--- config.mk ---
export PLATFORM = sky130hd
export DESIGN_NAME = chm_sqrt
export DESIGN_NICKNAME = d
export VERILOG_FILES = /design/src/design/chm_pkg.sv /design/src/design/chm_sqrt.sv
export SDC_FILE = /design/constraint.sdc
export NUM_CORES = 2
export LEC_CHECK = 0
export ABC_AREA = 1
export CORE_ASPECT_RATIO = 1.1
export CORE_UTILIZATION = 60
export DETAILED_ROUTE_END_ITERATION = 6
export DONT_BUFFER_PORTS = 1
export PLACE_DENSITY = 0.76
export SLEW_MARGIN = 5
export SYNTH_ARGS = -nofsm -noshare
export SYNTH_HDL_FRONTEND = slang
export SYNTH_SLANG_ARGS = --single-unit
--- constraint.sdc ---
create_clock -name i_clk -period 3 [get_ports i_clk]
set_input_delay 0 -clock i_clk [delete_from_list [all_inputs] [get_ports i_clk]]
set_output_delay 0 -clock i_clk [all_outputs]
set_load 0.05 [all_outputs]
--- src/design/chm_pkg.sv ---
// shared constants and types for the circular hanning mask
package chm_pkg;

    localparam int COORD_BITS       = 16;
    localparam int WEIGHT_FRAC_BITS = 16;
    localparam int WEIGHT_W         = WEIGHT_FRAC_BITS + 1;
    localparam int OUT_SHIFT        = 31 - WEIGHT_FRAC_BITS;
    localparam int IN_DATA_W        = ((2 * COORD_BITS + 7) / 8) * 8;
    localparam int OUT_DATA_W       = ((WEIGHT_W + 7) / 8) * 8;
    localparam int RAD_W            = 24;
    localparam int TAPER_W          = 17;
    localparam int CFG_DATA_W       = 24;
    localparam int ROOT_IN_W        = 48;
    localparam int SQ_STAGES        = 24;
    localparam int LQ_BITS          = 16;
    localparam int HORNER_N         = 7;

    localparam logic [16:0] Q16_ONE  = 17'h10000;
    localparam logic [31:0] Q30_ONE  = 32'h4000_0000;
    localparam logic [31:0] PI_Q30   = 32'd3373259426;

    localparam logic [7:0] HORNER_K [HORNER_N] = '{
        8'd182, 8'd132, 8'd90, 8'd56, 8'd30, 8'd12, 8'd2
    };
    // floor(2^32 / k), quotient estimate is low by at most one
    localparam logic [31:0] HORNER_M [HORNER_N] = '{
        32'((64'd1 << 32) / 182), 32'((64'd1 << 32) / 132), 32'((64'd1 << 32) / 90),
        32'((64'd1 << 32) / 56), 32'((64'd1 << 32) / 30), 32'((64'd1 << 32) / 12),
        32'((64'd1 << 32) / 2)
    };

    typedef enum logic [1:0] {
        CFG_CENTER_X = 2'd0,
        CFG_CENTER_Y = 2'd1,
        CFG_RADIUS   = 2'd2,
        CFG_TAPER    = 2'd3
    } t_cfg_index;

    typedef struct packed {
        logic outside;
        logic flat;
    } t_side;

    typedef struct packed {
        logic outside;
        logic flat;
        logic upper;
    } t_flags;

endpackage

--- src/design/chm_sqrt.sv ---
// pipelined integer square root, one result bit per stage
module chm_sqrt import chm_pkg::*; (
    input  logic                 i_clk,
    input  logic                 i_rst_n,
    input  logic                 i_en,
    input  logic                 i_valid,
    input  logic [ROOT_IN_W-1:0] i_rad,
    input  t_side                i_side,
    output logic                 o_valid,
    output logic [SQ_STAGES-1:0] o_root,
    output t_side                o_side
);

    logic [ROOT_IN_W-1:0] r_n   [SQ_STAGES];
    logic [ROOT_IN_W-1:0] r_res [SQ_STAGES];
    logic                 r_v   [SQ_STAGES];
    t_side                r_side[SQ_STAGES];

    for (genvar k = 0; k < SQ_STAGES; k++) begin : g_sq
        localparam logic [ROOT_IN_W:0] BIT = (ROOT_IN_W + 1)'(1) << (ROOT_IN_W - 2 - 2 * k);
        logic [ROOT_IN_W-1:0] w_n;
        logic [ROOT_IN_W-1:0] w_res;
        logic                 w_v;
        t_side                w_side;
        logic [ROOT_IN_W:0]   w_sum;
        logic                 w_ge;

        if (k == 0) begin : g_first
            assign w_n    = i_rad;
            assign w_res  = '0;
            assign w_v    = i_valid;
            assign w_side = i_side;
        end else begin : g_next
            assign w_n    = r_n[k-1];
            assign w_res  = r_res[k-1];
            assign w_v    = r_v[k-1];
            assign w_side = r_side[k-1];
        end

        assign w_sum = {1'b0, w_res} + BIT;
        assign w_ge  = {1'b0, w_n} >= w_sum;

        always_ff @(posedge i_clk) begin
            if (!i_rst_n) begin
                r_v[k] <= 1'b0;
            end else if (i_en) begin
                r_v[k] <= w_v;
            end
            if (i_en) begin
                r_n[k]    <= w_ge ? ROOT_IN_W'({1'b0, w_n} - w_sum) : w_n;
                r_res[k]  <= w_ge ? ROOT_IN_W'({1'b0, w_res >> 1} + BIT) : (w_res >> 1);
                r_side[k] <= w_side;
            end
        end
    end

    assign o_valid = r_v[SQ_STAGES-1];
    assign o_root  = r_res[SQ_STAGES-1][SQ_STAGES-1:0];
    assign o_side  = r_side[SQ_STAGES-1];

endmodule

==> results.cfg <==
[power_and_ir_drop]
p_leak_nw = 38.91
p_per_area_nw_per_um2 = 693.4
total_power_mw = 62.81
ir_drop_uv = 781.2

[finish]
syn2layout_area_growth_pct = 11.14
layout_commonest_cell = nand2_1
drive_above_1_share_pct = 6.946
fill_cells = 10570
stdcell_count = 11350
fin_area_sq_um = 90590
final_nets = 9820
final_util_pct = 67.30
most-common-layout-cells = 2695 x nand2_1, 1475 x edfxtp_1, 1403 x inv_1, 997 x nor2_1, 505 x nand3_1

[cts]
cts_tree = yes
htreeDepth = 4
cts-root-buf = clkbuf_16
clk_latency_ns = 0.82
cts_buffer_depth = 3
clock-sinks = 1476
clk_pin_slew_ns = 0.06
cts_inserted_buffers = 147

[flow_run]
cap_violations = 0

[run_status]
violations = design-rule violations, negative setup slack
status = finished, violations left

[worst_hold_path]
hp-class = input pin to flop

[logic_synthesis]
synth_flop_cell = edfxtp_1
synth_fp_nets = 9489
seq_area_frac_synth_pct = 54.37
ys_types = 59
synth_edf_count = 1475
ys_warn_count = 0
synthArstFlopShare_pct = 0
synthesis.area_sq_um = 81500
ys_ff_latch = 1476
syn_inst = 9113
syn-mean-instance-area_sq_um = 8.944

[timing]
slew_headroom_pct = 31.33
rsz0062_at_grt = no
tightest_slew_ns = 1.026
finClkSkew_ns = 0.06274
final_max_slew_viol_count = 0
period_share_pct = 100.9
fin_hold_ws_ns = 0.1140
fin_ws_ns = -0.02612
clock.fmax_mhz = 330.5
final_hold_viol_count = 0
fin_tns_setup_ns = -0.02612
setup_violations = 1
finalCriticalPeriod_ns = 3.026

[setup_path]
critPathCaptureType = flop
path_class = input pin to flop
startpoint_type = input pin
required_ns = 3.58
crit_fanout = 3
r2r_setup_slack_ns = 0.19
crit_arrival_ns = 3.61

[die]
core_area_sq_um = 134600
io_pins = 81
start_util_pct = 60.55
die_area_sq_um = 137300
die_y_um = 388.6
rows = 141
die_w_um = 353.4

[place]
place_congestion = 1.044
post-dp-hpwl_um = 199700
io_buffers = 0
placed_cells = 10970
placed_area_sq_um = 84490
post-place-ws_ns = -0.2341

[detailed_routing]
vias = 64840
viasPerCell = 5.714
drt_iter0_drc = 6691
firstDrtPassIters = 7
drt_wl_total_um = 259500
drc = 1
wl_per_cell_um = 22.87
antenna_left = 0

[grt]
grt_first_pass_wirelength_um = 382400
antenna_found_initial = 8
overflow = 0
grt_pass1_vias = 63220
grt_max_degree = 129
track_usage_pct = 37.55
[worst max-delay path, stage by stage]
cell and delay [ns]:
dlygate4sd3_1 0.55, dlygate4sd3_1 0.60, nor4_1 0.59, nand4_1 0.21
nor2_1 0.22, nand2_1 0.16, nand3_1 0.09, dlygate4sd3_1 0.57
nand2_1 0.06, dlygate4sd3_1 0.55
[synth_stat cells, types with 12 or more instances]
library cell / number / area share [%]
a21oi_1: 312 / 1.9
a21oi_2: 83 / 0.89
and2_1: 12 / 0.092
buf_2: 29 / 0.18
buf_4: 14 / 0.13
buf_6: 23 / 0.32
edfxtp_1: 1475 / 54
ha_1: 322 / 4.9
inv_1: 1403 / 6.5
inv_2: 23 / 0.11
nand2_1: 2696 / 12
nand2_2: 37 / 0.28
nand2_4: 26 / 0.36
nand3_1: 505 / 3.1
nand3b_1: 39 / 0.36
nand4_1: 147 / 1.1
nor2_1: 997 / 4.6
nor2_2: 33 / 0.25
nor2_4: 13 / 0.18
nor3_1: 110 / 0.68
nor4_1: 93 / 0.71
o21ai_0: 170 / 1.0
o21ai_1: 88 / 0.54
o21ai_2: 49 / 0.53
o21bai_1: 19 / 0.18
or2_2: 12 / 0.092
xnor2_1: 146 / 1.6
xor2_1: 138 / 1.5
[cells by family after synthesis]
logic type,Yosys count,synth area share (%)
simple gates,4758,24.66
buf+inv,1505,7.399
flops,1476,54.37
compound gates,768,5.573
fa+ha+maj,322,4.943
xor+xnor,284,3.052
[routing by layer]
| metal | track usage [%] | share of wire, % |
|---|---|---|
| met1 | 44.03 | 37 |
| met2 | 62.67 | 47 |
| met3 | 6.033 | 7.5 |
| met4 | 27.33 | 8.4 |
| met5 | 0 | 0.010 |
[sequential cells by signal, indices dropped and copies added, names as in the netlist]
register and flops:
r_n 1104, r_res 300, r_side 48, r_v 24
[worst paths after layout]
path	start	endpoint	cells after the start
worst max-delay path	i_rad[8]	r_n[0][46]$_DFFE_PP_	10
worst min-delay path	i_valid	r_v[0]$_DFFE_PP_	3
worst max register to register	r_n[20][4]$_DFFE_PP_	r_n[21][24]$_DFFE_PP_	14
worst min register to register	r_side[0][2]$_DFFE_PP_	r_side[0][4]$_DFFE_PP_	0
[timing repair]
| action | CTS | global route |
|---|---|---|
| hold buffers | 105 | 0 |
| endpoints found under the setup margin | 26 | 35 |
| cloned | 0 | 2 |
| pin swaps | 0 | 2 |
| setup buffers | 0 | 3 |
| resized for setup | 3 | 4 |
| endpoints found under the hold margin | 241 | 0 |
[where the power goes]
group          leakage, nW  internal, mW  switching, mW
logic                 22.3          5.02           10.3
registers             14.2          25.9           2.65
clock network         2.38          10.5           8.50
total                 38.9          41.4           21.4
[layout make-up]
type	instances	area, sq um	share of cell area (%)
diodes	3	7.507	0.008287
clock buffers	175	3784	4.177
clock inverters	89	1177	1.300
inverters	1429	5371	5.930
multi-input cells	6134	31220	34.46
flip-flops and latches	1476	44310	48.92
well taps	1787	2236	2.468
repair buffers	256	2480	2.738
Power figures use the tool's default switching activity.
